<file path="config.mk">
export PLATFORM = sky130hd
export DESIGN_NAME = llh_front
export DESIGN_NICKNAME = d
export VERILOG_FILES = /design/src/rtl/llh_pkg.sv /design/src/rtl/llh_front.sv
export SDC_FILE = /design/constraint.sdc
export NUM_CORES = 1
export LEC_CHECK = 0
export ABC_AREA = 1
export BUFFER_PORTS_ARGS = -buffer_cell sky130_fd_sc_hd__buf_2
export CAP_MARGIN = 15
export CORE_MARGIN = 4
export CORE_UTILIZATION = 50
export CTS_BUF_LIST = sky130_fd_sc_hd__clkbuf_8
export DETAILED_ROUTE_END_ITERATION = 8
export MAX_ROUTING_LAYER = met4
export PLACE_DENSITY = 0.76
export SLEW_MARGIN = 25
export SYNTH_ARGS = -nofsm -noshare
export SYNTH_HDL_FRONTEND = slang
export SYNTH_SLANG_ARGS = --single-unit
</file>
<file path="constraint.sdc">
create_clock -name clk -period 1.55 [get_ports clk]
set_input_delay 0.31 -clock clk [delete_from_list [all_inputs] [get_ports clk]]
set_output_delay 0.31 -clock clk [all_outputs]
set_load 0.02 [all_outputs]
</file>
<file path="src/rtl/llh_pkg.sv">
`default_nettype none

package llh_pkg;

  localparam int LENGTH_BITS   = 10;
  localparam int COUNT_OUT_BITS = 24;
  localparam int PRODUCT_BITS  = 34;
  localparam int LINES_BITS    = 32;
  localparam int CHARS_BITS    = 40;
  // widest bin index (16 bits) times widest count (32 bits)
  localparam int PROD_EXT_BITS = 48;

  localparam int CMD_FIFO_DEPTH = 4;

  localparam logic [1:0] OP_TEXT   = 2'd0;
  localparam logic [1:0] OP_EOF    = 2'd1;
  localparam logic [1:0] OP_REPORT = 2'd2;

  localparam logic [7:0] NEWLINE_BYTE = 8'd10;

  localparam logic ROW_BIN    = 1'b0;
  localparam logic ROW_TOTALS = 1'b1;

  typedef struct packed {
    logic [1:0] op;
    logic [7:0] byte_value;
  } in_item_t;

  typedef struct packed {
    logic                      row_kind;
    logic [LENGTH_BITS-1:0]    length_value;
    logic [COUNT_OUT_BITS-1:0] line_count;
    logic [PRODUCT_BITS-1:0]   char_product;
    logic [LINES_BITS-1:0]     total_lines;
    logic [CHARS_BITS-1:0]     total_chars;
    logic                      last_row;
  } out_item_t;

  typedef enum logic [2:0] {
    B_CLEAR,
    B_IDLE,
    B_INC,
    B_SCAN,
    B_MUL,
    B_ROW,
    B_TOTAL
  } back_state_t;

endpackage

`default_nettype wire

</file>
<file path="src/rtl/llh_front.sv">
`default_nettype none

module llh_front #(
  parameter int MAX_LINE = 1024
) (
  input  wire logic               clk,
  input  wire logic               rst,
  input  wire logic               push,
  input  wire llh_pkg::in_item_t  item,
  output logic                    full,
  input  wire logic               clearing,
  output logic                    cmd_wr,
  output logic [$clog2(MAX_LINE):0] cmd_data,
  input  wire logic               cmd_full
);

  import llh_pkg::*;

  localparam int AW = $clog2(MAX_LINE);

  logic [AW-1:0] current_length;
  logic [AW-1:0] current_length_next;
  logic          accept;

  assign full   = cmd_full || clearing;
  assign accept = push && !full;

  // cmd word: top bit set = report, else bin increment at the index below
  always_comb begin
    current_length_next = current_length;
    cmd_wr              = 1'b0;
    cmd_data            = {1'b0, current_length};
    if (accept) begin
      case (item.op)
        OP_TEXT: begin
          if (item.byte_value == NEWLINE_BYTE) begin
            cmd_wr              = 1'b1;
            current_length_next = '0;
          end else if (current_length != AW'(MAX_LINE - 1)) begin
            current_length_next = current_length + AW'(1);
          end
        end
        OP_EOF: begin
          current_length_next = '0;
        end
        OP_REPORT: begin
          cmd_wr   = 1'b1;
          cmd_data = {1'b1, AW'(0)};
        end
        default: begin
        end
      endcase
    end
  end

  always_ff @(posedge clk) begin
    if (rst) begin
      current_length <= '0;
    end else begin
      current_length <= current_length_next;
    end
  end

endmodule

`default_nettype wire

</file>
==> results of run 1 <==
==> metrics by stage <==
stage	instance area, µm²	hold slack (ns)
3_5_place_dp	1080	0.512
5_1_grt	1140	0.367
3_3_place_gp	1080	0.507
4_1_cts	1130	0.336
6_report	1140	0.336
2_1_floorplan	886	0.466
==> layer usage <==
metal  global-route usage  vias up  wire length [µm]
met5                    -        -                 0
met2                0.311       20              1040
met3               0.0633        4               139
li1                     -      545                 -
met1                0.214      424               988
met4               0.0553        0                21
==> Yosys cell counts (all sizes together) <==
master,count,area share
nor2,41,0.18
nand2,40,0.18
inv,33,0.14
nand3,20,0.14
dfxtp,10,0.23
a21oi,3,0.017
buf,2,0.025
nand4,2,0.021
nor3,2,0.011
o21ai,2,0.011
clkbuf,1,0.0042
clkinv,1,0.0042
ha,1,0.014
nor3b,1,0.021
==> path summary, 6_finish.rpt <==
check	startpoint	endpoint	slack (ns)	cells past startpoint
setup / recovery	current_length[0]	current_length[3]	0.09	11
hold / removal	rst	current_length[8]	0.34	4
setup reg to reg	current_length[0]	current_length[3]	0.09	11
hold reg to reg	current_length[1]	current_length[1]	0.50	2
==> timing repair <==
| action | 4_1_cts | 5_1_grt |
|---|---|---|
| buffers inserted | 0 | 0 |
| endpoints found under the setup margin | 0 | 9 |
| gates resized for setup | 0 | 4 |
==> worst max-delay path, cell delays in order, from the launching register on <==
cell	delay [ns]
dfxtp_2	0.34
ha_1	0.18
nand2_2	0.08
inv_2	0.06
nand2_2	0.09
nor2_4	0.15
nand3_4	0.09
buf_4	0.18
nand3_1	0.07
nand2_1	0.05
inv_1	0.05
nor2_1	0.03
==> power groups by stage <==
stage / combinational [mW] / clock, mW / sequential (mW)
final: 0.0990 / 0.339 / 0.266
after detailed placement: 0.0988 / 0 / 0.270
after floorplan: 0.0605 / 0 / 0.270
after CTS: 0.0992 / 0.348 / 0.265
after global routing: 0.112 / 0.372 / 0.266
after global placement: 0.0969 / 0 / 0.270
==> logic make-up after synthesis <==
kind of cell,Yosys count
buffers and inverters,37
flip-flops,10
AND/OR/NAND/NOR,106
AO/OA/AOI/OAI,5
adder cells (fa/ha/maj),1
==> final cells by class <==
cell class / count / area [µm²]
flip-flops and latches: 10 / 203
fillers: 147 / 449
multi-input cells: 112 / 542
clock buffers: 4 / 55.1
inverters: 34 / 128
repair buffers: 34 / 188
well taps: 24 / 30.0
==> reports/metrics.cfg, run 1 <==
[timing]
layout_setup_ws_ns = 0.0939
worst_pin_slew_ns = 0.318
fin_crit_sh = 0.939
post-route-min-period_ns = 1.46
setup_violations = 0
fmax_mhz = 687
hold_violations = 0
maxSlewHeadroom = 0.787
skew_ns = 0.00739
rsz0062_at_grt = false
maxSlewViolCount = 0
fin_setup_tns_ns = 0

[setup_path]
end_kind = flop
critPathLaunchType = flop
worstPathMaxFanout = 7
crit_arrival_ns = 1.60
required_ns = 1.69
critPathKind = reg -> reg

[final_layout]
fin_nets = 211
largest_reg_flops = 10
top_register = current_length
final_cells = 218
utilization = 0.718
drive_above_1_share = 0.284
layout_common_cells = nor2_1, nand2_1, inv_1, buf_2, nand3_1
layout_commonest_cell = nor2_1
antenna_cells = 0
syn_to_final_growth_pct = 29.2
top_regs = current_length: 10 flops

[logic_synthesis]
syn_avg_cell_area_um2 = 5.57
yosysSeqAreaShare = 0.226
syn_area_um2 = 886
synth.distinct_cells = 19
synthCells = 159
synth_top_family_by_area = simple AND/OR/NAND/NOR gates
synth_compound_gate_area_share = 0.0282
synth_fa_ha_area_frac = 0.0141
synth_mux_area_frac = 0
synth_fp_nets = 175
ys_ff_latch = 10
yosys.area_share.simple = 0.558
yosysWarnings = 0
synth_xor_area_frac = 0

[route]
dr_total_vias = 993
drt-total-wl_mm = 2.18
routedWlPerCell_um = 10.0
drtIter0Drc = 15
via_per_inst = 4.56
drt_first_pass_iters = 4
drc_errors = 0
ant_nets = 0

[status]
status = complete, no violations

[power]
internal-power_mw = 0.527
p_switching_mw = 0.177
clkPwrFrac = 0.482
finalPower_mw = 0.704
combPwrFrac = 0.141
switching_share = 0.252
p_leak_nw = 0.658
powerDensity_nw_per_um2 = 615
peakVddDrop_uv = 635
seqPwrFrac = 0.377

[clock_tree]
cts_tree = done
cts_buffers = 3
clock-sinks = 10
clock_latency_ns = 0.25
root_buffer = clkbuf_8
clkTransAtPathRegs_ns = 0.05
cts_hold_buf = 0
clock_path_buffers = 2
htree_levels = 1

[die]
start_util = 0.556
die_w_um = 50.1
die_area_um2 = 2510
dieHeight_um = 50.1
fp.coreArea_um2 = 1590
num_rows = 14
ioPinCount = 28

[min_path]
hp-class = in -> reg

[placed_design]
hpwl_mm = 1.69
dp_slack_ns = 0.0357
port_buffers = 27
dp_cells = 214
place_congestion = 0.825

[grt]
track_usage = 0.188
overflow = 0
grt_pass1_wl_mm = 3.58
antenna_found_initial = 0
grt_pass1_vias = 889
grt_max_degree = 12

[run]
maxCapViolations = 0

Note: power is estimated with default switching activity, not from simulation.
==> run 2, diff against run 1 <==
--- a/config.mk
+++ b/config.mk
@@ -8,12 +8,14 @@
 export ABC_AREA = 1
 export BUFFER_PORTS_ARGS = -buffer_cell sky130_fd_sc_hd__buf_2
 export CAP_MARGIN = 15
+export CELL_PAD_IN_SITES_DETAIL_PLACEMENT = 0
+export CELL_PAD_IN_SITES_GLOBAL_PLACEMENT = 1
 export CORE_MARGIN = 4
-export CORE_UTILIZATION = 50
+export CORE_UTILIZATION = 34
 export CTS_BUF_LIST = sky130_fd_sc_hd__clkbuf_8
 export DETAILED_ROUTE_END_ITERATION = 8
 export MAX_ROUTING_LAYER = met4
-export PLACE_DENSITY = 0.76
+export PLACE_DENSITY = 0.78
 export SLEW_MARGIN = 25
 export SYNTH_ARGS = -nofsm -noshare
 export SYNTH_HDL_FRONTEND = slang
==> run 2 against run 1 <==
  * Maximum frequency is 0.93% higher
  * Flip-flop and latch count unchanged
  * Hold slack better by 0.0077 ns
  * Non-clock buffer count fell by 1
  * Clock power fell by 1%
  * Via count up 1.4%
  * Utilization down 26 points
  * Critical path depth unchanged
  * First-iteration DRC count rose by 130%
  * Worst setup slack better by 0.013 ns
  * Critical path type unchanged
  * Critical endpoint is now current_length[2]
==> reports/metrics.cfg, run 2 (synthesis gave the netlist of run 1 again) <==
[timing]
maxSlewViolCount = 0  ; unchanged
maxSlewHeadroom = 0.782  ; was 0.787
post-route-min-period_ns = 1.44  ; was 1.46 ns
hold_violations = 0  ; unchanged
holdWs_ns = 0.344  ; was 0.336 ns
setup_violations = 0  ; unchanged
worst_pin_slew_ns = 0.326  ; was 0.318 ns
skew_ns = 0.000544  ; was 0.00739 ns
fin_setup_tns_ns = 0  ; unchanged
fmax_mhz = 693  ; was 687 MHz
rsz0062_at_grt = true  ; was false
layout_setup_ws_ns = 0.107  ; was 0.0939 ns
fin_crit_sh = 0.931  ; was 0.939

[route]
drt-total-wl_mm = 2.34  ; was 2.18 mm
drt_first_pass_iters = 4  ; unchanged
dr_total_vias = 1007  ; was 993
routedWlPerCell_um = 10.5  ; was 10.0 µm
drc_errors = 0  ; unchanged
ant_nets = 0  ; unchanged
drtIter0Drc = 34  ; was 15
via_per_inst = 4.52  ; was 4.56

[setup_path]
worstPathMaxFanout = 11  ; was 7
critPathLaunchType = flop  ; unchanged
crit_arrival_ns = 1.57  ; was 1.60 ns
required_ns = 1.68  ; was 1.69 ns
end_kind = flop  ; unchanged
critPathKind = reg -> reg  ; unchanged

[die]
die_area_um2 = 3490  ; was 2510 µm²
ioPinCount = 28  ; unchanged
die_w_um = 59.0  ; was 50.1 µm
start_util = 0.358  ; was 0.556
num_rows = 18  ; was 14
dieHeight_um = 59.0  ; was 50.1 µm
fp.coreArea_um2 = 2480  ; was 1590 µm²

[clock_tree]
clock_latency_ns = 0.23  ; was 0.25 ns
cts_buffers = 3  ; unchanged
clock-sinks = 10  ; unchanged
htree_levels = 1  ; unchanged
clkTransAtPathRegs_ns = 0.05  ; about the same
cts_tree = done  ; unchanged
clock_path_buffers = 2  ; unchanged
cts_setup_buffers = 0  ; unchanged
root_buffer = clkbuf_8  ; unchanged

[final_layout]
top_register = current_length  ; unchanged
largest_reg_flops = 10  ; unchanged
fin_nets = 210  ; was 211
syn_to_final_growth_pct = 29.1  ; was 29.2%
layout_common_cells = nor2_1, nand2_1, inv_1, buf_2, nand3_1  ; unchanged
top_regs = current_length: 10 flops  ; unchanged
utilization = 0.462  ; was 0.718
drive_above_1_share = 0.285  ; was 0.284
layout_commonest_cell = nor2_1  ; unchanged
antenna_cells = 0  ; unchanged

[power]
powerDensity_nw_per_um2 = 611  ; was 615 nW/µm²
peakVddDrop_uv = 478  ; was 635 µV
p_leak_nw = 0.651  ; was 0.658 nW

[grt]
grt_max_degree = 12  ; unchanged
track_usage = 0.155  ; was 0.188
grt_busiest_layer = met2  ; unchanged
grt_pass1_wl_mm = 4.04  ; was 3.58 mm
grt_pass1_vias = 962  ; was 889
met3_usage = 0.0283  ; was 0.0633
grtUsageMet2 = 0.251  ; was 0.311
antenna_found_initial = 0  ; unchanged
overflow = 0  ; unchanged
gr-usage-met1 = 0.187  ; was 0.214

[min_path]
hp-class = in -> reg  ; unchanged

[placed_design]
place_congestion = 0.894  ; was 0.825
hpwl_mm = 1.90  ; was 1.69 mm
dp_slack_ns = 0.0421  ; was 0.0357 ns
port_buffers = 27  ; unchanged

[status]
status = complete, no violations  ; unchanged

[run]
maxCapViolations = 0  ; unchanged

[run 2: path summary, 6_finish.rpt]
| check | start | endpoint | slack, ns | cells past startpoint |
|---|---|---|---|---|
| setup / recovery | current_length[0] | current_length[2] | 0.11 | 11 |
| hold / removal | rst | current_length[8] | 0.34 | 4 |
| setup reg to reg | current_length[0] | current_length[2] | 0.11 | 11 |
| hold reg to reg | current_length[1] | current_length[1] | 0.51 | 2 |
[run 2: final cells by class]
cell class | count | area [µm²]
Clock buffer | 4 | 55.1
Tap cell | 30 | 37.5
Inverter | 34 | 128
Multi-Input combinational cell | 112 | 537
Sequential cell | 10 | 203
Timing Repair Buffer | 33 | 184
Fill cell | 275 | 1330
[run 2: repair_timing]
item / in CTS / in global routing
endpoints found under the setup margin: 0 / 9
resized for setup: 0 / 5
hold buffers: 0 / 0
[run 2: critical path: stages, from the launching register on]
cell     delay (ns)
dfxtp_2        0.35
ha_2           0.19
nand2_2        0.07
inv_2          0.06
nand2_2        0.06
nor2_4         0.12
nand3_2        0.11
buf_6          0.17
nand3_1        0.08
nand2_1        0.06
inv_1          0.05
nor2_1         0.03
[run 2: power by group]
| part | internal (mW) | switching [mW] | total (mW) |
|---|---|---|---|
| Combinational | 0.0403 | 0.0599 | 0.100 |
| Clock | 0.224 | 0.110 | 0.334 |
| Sequential | 0.261 | 0.00406 | 0.265 |
[run 2: stage by stage]
| stage | instance area, µm² | total power, mW | std cells |
|---|---|---|---|
| CTS | 1130 | 0.708 | 223 |
| global route | 1140 | 0.738 | 223 |
| detailed placement | 1080 | 0.371 | 219 |
| global placement | 1080 | 0.368 | 219 |
| floorplan | 886 | 0.330 | 159 |
| finish | 1140 | 0.699 | 223 |
[run 2: routing by layer]
layer | wire length [µm] | up-vias
met2 | 1130 | 24
met1 | 1080 | 440
li1 | - | 541
met5 | 0 | -
met4 | 24 | 0
met3 | 109 | 2
