`src/rtl/llh_cmd_fifo.sv`:
```
`default_nettype none

module llh_cmd_fifo #(
  parameter int W     = 11,
  parameter int DEPTH = 4
) (
  input  wire logic         clk,
  input  wire logic         rst,
  input  wire logic         wr_en,
  input  wire logic [W-1:0] wr_data,
  output logic              fifo_full,
  input  wire logic         rd_en,
  output logic [W-1:0]      rd_data,
  output logic              fifo_valid
);

  localparam int PTR_BITS = (DEPTH > 1) ? $clog2(DEPTH) : 1;
  localparam int CNT_BITS = $clog2(DEPTH + 1);

  logic [W-1:0]        slots [DEPTH];
  logic [PTR_BITS-1:0] wr_ptr;
  logic [PTR_BITS-1:0] rd_ptr;
  logic [CNT_BITS-1:0] fill;

  logic do_wr;
  logic do_rd;

  assign fifo_full  = (fill == CNT_BITS'(DEPTH));
  assign fifo_valid = (fill != '0);
  assign rd_data    = slots[rd_ptr];
  assign do_wr      = wr_en && !fifo_full;
  assign do_rd      = rd_en && fifo_valid;

  always_ff @(posedge clk) begin
    if (do_wr) begin
      slots[wr_ptr] <= wr_data;
    end
  end

  always_ff @(posedge clk) begin
    if (rst) begin
      wr_ptr <= '0;
      rd_ptr <= '0;
      fill   <= '0;
    end else begin
      if (do_wr) begin
        wr_ptr <= (wr_ptr == PTR_BITS'(DEPTH - 1)) ? '0 : wr_ptr + PTR_BITS'(1);
      end
      if (do_rd) begin
        rd_ptr <= (rd_ptr == PTR_BITS'(DEPTH - 1)) ? '0 : rd_ptr + PTR_BITS'(1);
      end
      if (do_wr && !do_rd) begin
        fill <= fill + CNT_BITS'(1);
      end else if (do_rd && !do_wr) begin
        fill <= fill - CNT_BITS'(1);
      end
    end
  end

endmodule

`default_nettype wire

```
`config.mk`:
```
export PLATFORM = sky130hd
export DESIGN_NAME = llh_cmd_fifo
export DESIGN_NICKNAME = d
export VERILOG_FILES = /design/src/rtl/llh_cmd_fifo.sv
export SDC_FILE = /design/constraint.sdc
export NUM_CORES = 1
export LEC_CHECK = 0
export ABC_AREA = 1
export BUFFER_PORTS_ARGS = -buffer_cell sky130_fd_sc_hd__buf_2
export CAP_MARGIN = 20
export CORE_MARGIN = 2
export CORE_UTILIZATION = 40
export CTS_CLUSTER_SIZE = 30
export DETAILED_ROUTE_END_ITERATION = 16
export PLACE_DENSITY_LB_ADDON = 0.1
export SYNTH_ARGS = -nofsm -noshare
export SYNTH_HDL_FRONTEND = slang
export SYNTH_SLANG_ARGS = --single-unit
```
`constraint.sdc`:
```
create_clock -name clk -period 1.6 [get_ports clk]
set_clock_uncertainty 0.05 [all_clocks]
set_input_delay 0.24 -clock clk [delete_from_list [all_inputs] [get_ports clk]]
set_output_delay 0.24 -clock clk [all_outputs]
set_load 0.02 [all_outputs]
```
==> results of run 1 <==
[stage by stage]
step                      hold slack, ps  instance area [um2]  power (mW)  TNS, ps
after global placement               355                 2500        3.46        0
final                               49.7                 3030        5.18     -118
after CTS                           39.0                 2700        4.59    -75.9
after floorplan                      253                 2190        2.93    -68.1
after detailed placement             359                 2500        3.55     -130
after global routing                53.8                 3030        5.45    -1070
[layer usage]
| layer | GRT usage | wire, um | share of wire | vias up |
|---|---|---|---|---|
| met5 | 0 | 0 | 0 | - |
| met4 | 0.0411 | 116 | 0.026 | 0 |
| met3 | 0.0453 | 219 | 0.048 | 14 |
| met2 | 0.273 | 2380 | 0.52 | 41 |
| met1 | 0.160 | 1830 | 0.40 | 730 |
| li1 | - | - | - | 719 |
[cell type report]
| class | count | area (um2) |
|---|---|---|
| Clock buffer | 6 | 72.6 |
| Sequential cell | 53 | 1510 |
| Fill cell | 421 | 2150 |
| Multi-Input combinational cell | 101 | 766 |
| Timing Repair Buffer | 53 | 485 |
| Inverter | 17 | 68.8 |
| Clock inverter | 2 | 33.8 |
| Tap cell | 70 | 87.6 |
[repair_timing]
action	CTS	global route
setup buffers	7	1
endpoints found under the setup margin	13	15
cloned	0	1
pin swaps	3	16
resized for setup	17	78
[synth_stat cells, drive strengths merged]
library cell	count	share of area
edfxtp	44	0.61
nor2	39	0.072
o21ai	23	0.053
inv	17	0.029
nand2	14	0.039
o22ai	11	0.032
dfxtp	9	0.083
buf	6	0.018
ha	6	0.035
a21oi	2	0.0046
nand3b	2	0.0069
fa	1	0.0092
nand3	1	0.0023
nand4	1	0.0029
xor2	1	0.0040
[power breakdown]
group | switching, mW | internal, mW | total (mW)
Combinational | 1.29 | 1.18 | 2.48
Sequential | 0.133 | 1.72 | 1.85
Clock | 0.391 | 0.462 | 0.853
Total | 1.82 | 3.36 | 5.18
[flip-flops by register name (all words and copies together), names as in the netlist, named ones only]
signal / cells
fill: 3
rd_ptr: 2
wr_ptr: 2
slots: 44
[cell families (layout without fill, tap and decap cells)]
kind of cell / Yosys count / in the layout / share of synthesized area
buffers and inverters: 23 / 78 / 0.0478
and+or+nand+nor: 57 / 57 / 0.123
DFF: 53 / 53 / 0.692
xor gates and xnor gates: 1 / 1 / 0.00404
AOI/OAI and AO/OA: 36 / 36 / 0.0893
adders and majority gates: 7 / 7 / 0.0438
[final timing paths]
kind             end  cells past startpoint
max reg2reg  fill[1]                      9
min          fill[0]                      2
min reg2reg     flop                      2
max          fill[1]                      9
[worst max-delay path: stages (launching register included)]
cell,delay [ps]
dfxtp_2,350
nor2_4,160
nand2_4,70
nand2_4,60
inv_2,40
ha_4,150
inv_2,50
fa_2,440
o21ai_2,150
nor2_1,50
[cell usage in the layout (no fill, tap or decap), types with 5 or more instances in the layout]
master / netlist / final
buf_6: 0 / 18
inv_2: 2 / 5
clkbuf_8: 0 / 5
edfxtp_1: 44 / 44
ha_1: 6 / 5
nor2_4: 1 / 6
nand2_1: 9 / 9
dfxtp_1: 9 / 5
buf_4: 4 / 17
o21ai_2: 0 / 17
inv_1: 15 / 11
nor2_1: 37 / 25
nor2_2: 1 / 8
o22ai_2: 0 / 7
buf_2: 2 / 14
==> impl_results.md, run 1 <==
- Max-Slew Margin vs Limit: 0.861
- Max FO, Critical Path: 2
- Total of max-cap violations: 0
- FP Rows: 26
- Crit start category: flop
- Drt first pass iters: 4
- GRT Util Overall: 0.147
- Fin nets: 253
- Full die area: 6030 um2
- Worst setup path category: flop to flop
- H-tree depth: 2
- CTS root buffer: clkbuf_8
- Vias in the first global route: 1,486
- Placed insts: 285
- Worst slew pin tran: 207 ps
- Reg-to-reg startpoint: fill[1]
- Post-Syn Nets: 199
- Final Util: 0.585
- Bufs on Longest Clock Path: 2
- Synthesized area per cell: 12.3 um2
- WL/cell: 15.0 um
- Period utilization: 1.04
- Die Wd: 77.7 um
- Violated checks: negative setup slack
- Die height: 77.7 um
- First-pass GRT wire length: 6790 um
- Flops & latches, synth: 53
- Power Density: 1710 nW/um2
- Num CTS Buffers: 5
- TritonCTS Sinks: 53
- Layout Cells excl Fill: 302
- CTS Hold Buffers Added: 0
- Yosys warning count: 0
- DRC violations left: 0
- Worst reg2reg setup slack: -70 ps
- Max IR drop VDD: 0.830 mV
- Crit. Startpoint: fill[1]
- Post-Synthesis Cells: 177
- Slew Limit Fails: 0
- Status: complete, but fails checks
- Final Hold Fails: 0
- Vias post-DR: 1,504
- Vias per cell: 4.98
- Buffers on Ports: 27
- Share of cells above drive strength 1: 0.500
- Starting Density: 0.420
- WP data arrival: 1810 ps
- Total gr overflow: 0
- GPL Wtd Cong: 0.799
- Crit end category: flop
- DR iter-0 viols: 52
- Critical path data required time: 1740 ps
- Reg clk slew, reported paths: 90 ps
- Detailed-route wire length: 4540 um
- Unrepaired setup endpoints after global routing: true
- Core Region: 5170 um2
- Post-synth cell types: 22
- Pre-CTS setup slack: -76.5 ps
- Leakage: 1.16 nW
- CTS tree: yes
- Post-synthesis sequential area ratio: 0.692
- Largest net degree at the start of global routing: 16
- P&R area growth vs syn: 39.4%
- Detailed Place HPWL: 2910 um
- Antenna fix cells: 0
- F_max: 599 MHz
- Mapped cell area: 2170 um2
- Fin crit period: 1670 ps
- Setup violators final: 4
- Io pins: 28
- Clock Latency Late Sink: 290 ps
- Worst min-delay path startpoint: rst
- Post-route ant nets: 0
- Final worst setup slack: -70.1 ps
- Initial antenna violation count: 0
- Hold crit path type: input pin to flop
(Power assumes the default switching activity.)
==> run 2: changes to the inputs <==
- REMOVE_ABC_BUFFERS: unset -> 1
- SKIP_CTS_REPAIR_TIMING: unset -> 1
==> impl_results.md, run 2 (same netlist as run 1, synthesis figures left out) <==
- Drt first pass iters: 4 (unchanged)
- Setup violators final: 3 (was 4)
- Critical path's slowest cell: fa_2 (unchanged)
- Largest stage delay, worst path: 430 ps (was 440 ps)
- Fin crit period: 1660 ps (was 1670 ps)
- Commonest non-fill, non-tap cell in the layout: edfxtp_1 (unchanged)
- Max FO, Critical Path: 2 (unchanged)
- Period utilization: 1.04 (about the same)
- Total gr overflow: 0 (unchanged)
- Vias per cell: 4.88 (was 4.98)
- CTS root buffer: clkbuf_8 (unchanged)
- Starting Density: 0.420 (unchanged)
- Post-route ant nets: 0 (unchanged)
- Power Density: 1660 nW/um2 (was 1710 nW/um2)
- DR iter-0 viols: 43 (was 52)
- Reg-to-reg startpoint: fill[0] (was fill[1])
- WL/cell: 14.6 um (was 15.0 um)
- Leakage: 1.09 nW (was 1.16 nW)
- Die height: 77.7 um (unchanged)
- Crit. Startpoint: fill[0] (was fill[1])
- WP data arrival: 1810 ps (about the same)
- Violated checks: negative setup slack (unchanged)
- Reg clk slew, reported paths: 90 ps (about the same)
- Crit start category: flop (unchanged)
- Final worst setup slack: -61.3 ps (was -70.1 ps)
- Unrepaired setup endpoints after global routing: true (unchanged)
- Critical path data required time: 1750 ps (was 1740 ps)
- Number of flip-flops in the largest register: 44 (unchanged)
- Biggest register: slots (unchanged)
- Full die area: 6030 um2 (unchanged)
- Final TNS setup: -108 ps (was -118 ps)
- Die Wd: 77.7 um (unchanged)
- Vias in the first global route: 1,441 (was 1,486)
- CP cell instances: nor2_4 -> nand2_4 -> nand2_4 -> inv_2 -> ha_4 -> inv_2 -> fa_2 -> o21ai_2 -> nor2_1 (unchanged)
- Worst min-delay path startpoint: rst (unchanged)
- P&R area growth vs syn: 29.8% (was 39.4%)
- Share of cells above drive strength 1: 0.395 (was 0.500)
- TritonCTS Sinks: 53 (unchanged)
- Max-Slew Margin vs Limit: 0.853 (was 0.861)
- F_max: 602 MHz (was 599 MHz)
- Hold crit path type: input pin to flop (unchanged)
- Fin nets: 249 (was 253)
- Vias post-DR: 1,455 (was 1,504)
- Largest net degree at the start of global routing: 23 (was 16)
- Detailed Place HPWL: 2830 um (was 2910 um)
- Bufs on Longest Clock Path: 2 (unchanged)
- Initial antenna violation count: 0 (unchanged)
- H-tree depth: 2 (unchanged)
- DRC violations left: 0 (unchanged)
- Total of max-cap violations: 0 (unchanged)
- GRT Util Overall: 0.150 (was 0.147)
- Clock Latency Late Sink: 300 ps (was 290 ps)
- CTS tree: yes (unchanged)
- Num CTS Buffers: 5 (unchanged)
- FP Rows: 26 (unchanged)
- Antenna fix cells: 0 (unchanged)
- Slew Limit Fails: 0 (unchanged)
- Max IR drop VDD: 0.973 mV (was 0.830 mV)
- Biggest regs: slots: 44 flops, fill: 3 flops (unchanged)
- Crit-path leading delay family: adder cells (unchanged)
- Worst slew pin tran: 220 ps (was 207 ps)
- Core Region: 5170 um2 (unchanged)
- Crit end category: flop (unchanged)
- Status: complete, but fails checks (unchanged)
- Io pins: 28 (unchanged)
- CP Buf/Inv Count: 2 (unchanged)
- Most frequent cells in the layout: 44 x edfxtp_1, 37 x nor2_1, 22 x buf_4 (was 44 x edfxtp_1, 25 x nor2_1, 18 x buf_6)
- Final Hold Fails: 0 (unchanged)
- Worst setup path category: flop to flop (unchanged)
- First-pass GRT wire length: 6870 um (was 6790 um)
- Pre-CTS setup slack: -186 ps (was -76.5 ps)
- GPL Wtd Cong: 0.721 (was 0.799)
- Buffers on Ports: 27 (unchanged)
- Detailed-route wire length: 4360 um (was 4540 um)
[run 2: stage by stage]
stage	hold WS [ps]	total power, mW	util	instances	cell area [um2]
2_1_floorplan	262	2.83	-	171	2130
5_1_grt	38.7	4.96	0.545	298	2820
3_5_place_dp	372	3.53	0.487	285	2520
6_report	44.9	4.68	0.545	298	2820
4_1_cts	43.6	4.25	0.504	293	2610
3_3_place_gp	364	3.45	0.487	285	2520
[run 2: per-layer routing]
metal / routed length, um / global-route usage / part of all wire
met4: 51 / 0.0643 / 0.012
met1: 1830 / 0.173 / 0.42
met5: 0 / 0 / 0
met3: 141 / 0.0291 / 0.032
met2: 2340 / 0.268 / 0.54
[run 2: power breakdown]
| group | leakage (nW) | internal, mW | switching [mW] |
|---|---|---|---|
| sequential | 0.479 | 1.71 | 0.130 |
| combinational | 0.574 | 0.962 | 1.15 |
| clock | 0.0374 | 0.309 | 0.422 |
[run 2: final timing paths]
check                                to  slack [ps]  depth (start not counted)
worst max-delay path            fill[1]         -60                          9
worst min-delay path            fill[0]          40                          2
worst max register to register  fill[1]         -60                          9
worst min register to register     flop         470                          2
[run 2: worst register-to-register path, cell delays in order, from the launching register on]
cell and delay [ps]:
dfxtp_2 340, nor2_4 160, nand2_4 80, nand2_4 60, inv_2 40, ha_4 150, inv_2 60, fa_2 430
o21ai_2 130, nor2_1 70
[run 2: layout make-up]
class	count	area [um2]
fillers	448	2350
multi-input cells	101	643
inverters	17	71.3
repair buffers	49	419
clock inverters	2	15.0
flip-flops and latches	53	1510
clock buffers	6	72.6
well taps	70	87.6
==> run 3: changes to the inputs <==
- ABC_AREA: 1 -> 0
==> impl_results.md, run 3 <==
- Status: complete, but fails checks (unchanged)
- Violated checks: negative setup slack (unchanged)
- Commonest cells post-synth: 44 x edfxtp_1, 11 x mux4_2, 9 x dfxtp_1 (was 44 x edfxtp_1, 37 x nor2_1, 18 x o21ai_1)
- Hold crit path type: input pin to flop (unchanged)
- Final Util: 0.523 (was 0.545)
- Logic pwr share: 0.366 (was 0.450)
- CTS tree: yes (unchanged)
- Power Density: 1500 nW/um2 (was 1660 nW/um2)
- Detailed-route wire length: 3550 um (was 4360 um)
- Crit. Startpoint: fill[2] (was fill[0])
- Crit start category: flop (unchanged)
- Final worst setup slack: -408 ps (was -61.3 ps)
- Vias post-DR: 1,078 (was 1,455)
- Synthesized area per cell: 19.4 um2 (was 12.3 um2)
- Vias in the first global route: 1,114 (was 1,441)
- Post-synthesis sequential area ratio: 0.723 (was 0.692)
- Reg power frac: 0.449 (was 0.394)
- Share of cells above drive strength 1: 0.523 (was 0.395)
- Clock Latency Late Sink: 300 ps (about the same)
- Period utilization: 1.26 (was 1.04)
- Critical path data required time: 1780 ps (was 1750 ps)
- Post-synth cell types: 25 (was 22)
- Crit end category: flop (unchanged)
- Yosys warning count: 0 (unchanged)
- Flops & latches, synth: 53 (unchanged)
- Drt first pass iters: 4 (unchanged)
- Unrepaired setup endpoints after global routing: true (unchanged)
- H-tree depth: 2 (unchanged)
- TritonCTS Sinks: 53 (unchanged)
- Detailed Place HPWL: 2330 um (was 2830 um)
- Final TNS setup: -2530 ps (was -108 ps)
- Num CTS Buffers: 5 (unchanged)
- Fill cells: 433 (was 448)
- Starting Density: 0.412 (was 0.420)
- Vias per cell: 4.83 (was 4.88)
- F_max: 498 MHz (was 602 MHz)
- Number of flip-flops in the largest register: 44 (unchanged)
- GRT Util Overall: 0.130 (was 0.150)
- Largest stage delay, worst path: 330 ps (was 430 ps)
- Top cells by area, synth: edfxtp_1 64%, mux4_2 12%, dfxtp_1 8.7% (was edfxtp_1 61%, dfxtp_1 8.3%, nor2_1 6.4%)
- Bufs on Longest Clock Path: 2 (unchanged)
- Final Hold Fails: 0 (unchanged)
- Leakage: 0.941 nW (was 1.09 nW)
- Biggest regs: slots: 44 flops, fill: 3 flops (unchanged)
- WL/cell: 15.9 um (was 14.6 um)
- Max-Slew Margin vs Limit: 0.828 (was 0.853)
- Biggest register: slots (unchanged)
- CP cell instances: or3b_4 -> clkinv_4 -> nor2_4 -> ha_4 -> inv_2 -> fa_2 -> xor2_1 -> or3_4 -> a21oi_2 (was nor2_4 -> nand2_4 -> nand2_4 -> inv_2 -> ha_4 -> inv_2 -> fa_2 -> o21ai_2 -> nor2_1)
- Core Region: 5040 um2 (was 5170 um2)
- DRC violations left: 0 (unchanged)
- Full die area: 5780 um2 (was 6030 um2)
- Total gr overflow: 0 (unchanged)
- Fin nets: 174 (was 249)
- P_sw: 1.17 mW (was 1.70 mW)
- Fin crit period: 2010 ps (was 1660 ps)
- CTS root buffer: clkbuf_8 (unchanged)
- Crit-path leading delay family: simple AND/OR/NAND/NOR gates (was adder cells)
- Slew Limit Fails: 0 (unchanged)
- Post-Synthesis Cells: 107 (was 177)
- Worst min-delay path startpoint: wr_data[4] (was rst)
- Critical path's slowest cell: dfxtp_2 (was fa_2)
- Total of max-cap violations: 0 (unchanged)
- Worst slew pin tran: 258 ps (was 220 ps)
- Initial antenna violation count: 0 (unchanged)
- Clock Power Share: 0.185 (was 0.156)
- Max FO, Critical Path: 3 (was 2)
- Sw Share: 0.296 (was 0.363)
- DR iter-0 viols: 21 (was 43)
- Most frequent cells in the layout: 44 x edfxtp_1, 14 x buf_2, 14 x buf_6 (was 44 x edfxtp_1, 37 x nor2_1, 22 x buf_4)
- Internal power: 2.78 mW (was 2.98 mW)
- Main synth FF type: edfxtp_1 (unchanged)
- WP data arrival: 2190 ps (was 1810 ps)
- Worst setup path category: flop to flop (unchanged)
- Post-route ant nets: 0 (unchanged)
- Mapped cell area: 2080 um2 (was 2170 um2)
- CP Buf/Inv Count: 2 (unchanged)
- P&R area growth vs syn: 26.9% (was 29.8%)
- GPL Wtd Cong: 0.724 (was 0.721)
- Die Wd: 76.0 um (was 77.7 um)
- Commonest non-fill, non-tap cell in the layout: edfxtp_1 (unchanged)
- Max IR drop VDD: 0.870 mV (was 0.973 mV)
- Setup violators final: 16 (was 3)
- Ys async rst share: 0 (unchanged)
- FP Rows: 26 (unchanged)
- Antenna fix cells: 0 (unchanged)
- Area leader, netlist: edfxtp_1 (unchanged)
- First-pass GRT wire length: 5600 um (was 6870 um)
- Die height: 76.0 um (was 77.7 um)
- Synth top area share: 0.637 (was 0.609)
- Largest net degree at the start of global routing: 18 (was 23)
- Io pins: 28 (unchanged)
- Reg-to-reg startpoint: fill[2] (was fill[0])
- Most numerous cell in the Yosys netlist: edfxtp_1 (unchanged)
- Buffers on Ports: 27 (unchanged)
- Post-synth EDFFs: 44 (unchanged)
- Reg clk slew, reported paths: 100 ps (was 90 ps)
-- run 3: layout make-up --
type,instances,area [um2],share of cell area
inverter,5,23.8,0.00902
tap,70,87.6,0.0332
timing repair buffer,42,340,0.129
clock buffer,5,68.8,0.0261
clock inverter,3,22.5,0.00855
sequential,53,1510,0.574
multi-input combinational,45,581,0.220
-- run 3: metrics by stage --
step | std cells | total power [mW] | setup WS (ps) | instance area, um2 | hold slack [ps]
final | 223 | 3.96 | -408 | 2640 | 102
after global routing | 223 | 4.19 | -482 | 2640 | 81.4
after CTS | 223 | 3.67 | -663 | 2480 | 89.3
after detailed placement | 215 | 2.94 | -638 | 2390 | 408
after global placement | 215 | 2.92 | -520 | 2390 | 399
after floorplan | 103 | 2.49 | -687 | 2050 | 259
-- run 3: kinds of logic after synthesis --
kind of cell             share of synthesized area
XOR/XNOR                                   0.00844
buffers and inverters                       0.0229
flip-flops                                   0.723
AND/OR/NAND/NOR                             0.0464
adder cells (fa/ha/maj)                     0.0458
multiplexers                                 0.129
AO/OA/AOI/OAI                               0.0241
-- run 3: power by group through the flow --
stage	sequential (mW)	combinational (mW)	clock [mW]
global placement	1.77	1.15	0
detailed placement	1.78	1.16	0
CTS	1.75	1.17	0.756
global route	1.80	1.57	0.827
finish	1.77	1.45	0.733
floorplan	1.82	0.673	0
-- run 3: worst paths after layout --
check           endpoint  slack (ps)  cells past startpoint
max              fill[2]        -410                      9
min          slots[2][4]         100                      1
max reg2reg      fill[2]        -410                      9
min reg2reg         flop         440                      2
-- run 3: per-layer routing --
metal | up-vias | part of all wire | track usage
met5 | - | 0 | 0
met2 | 21 | 0.51 | 0.202
met4 | 0 | 0.0062 | 0.0564
met1 | 548 | 0.45 | 0.173
met3 | 2 | 0.033 | 0.0391
li1 | 507 | - | -
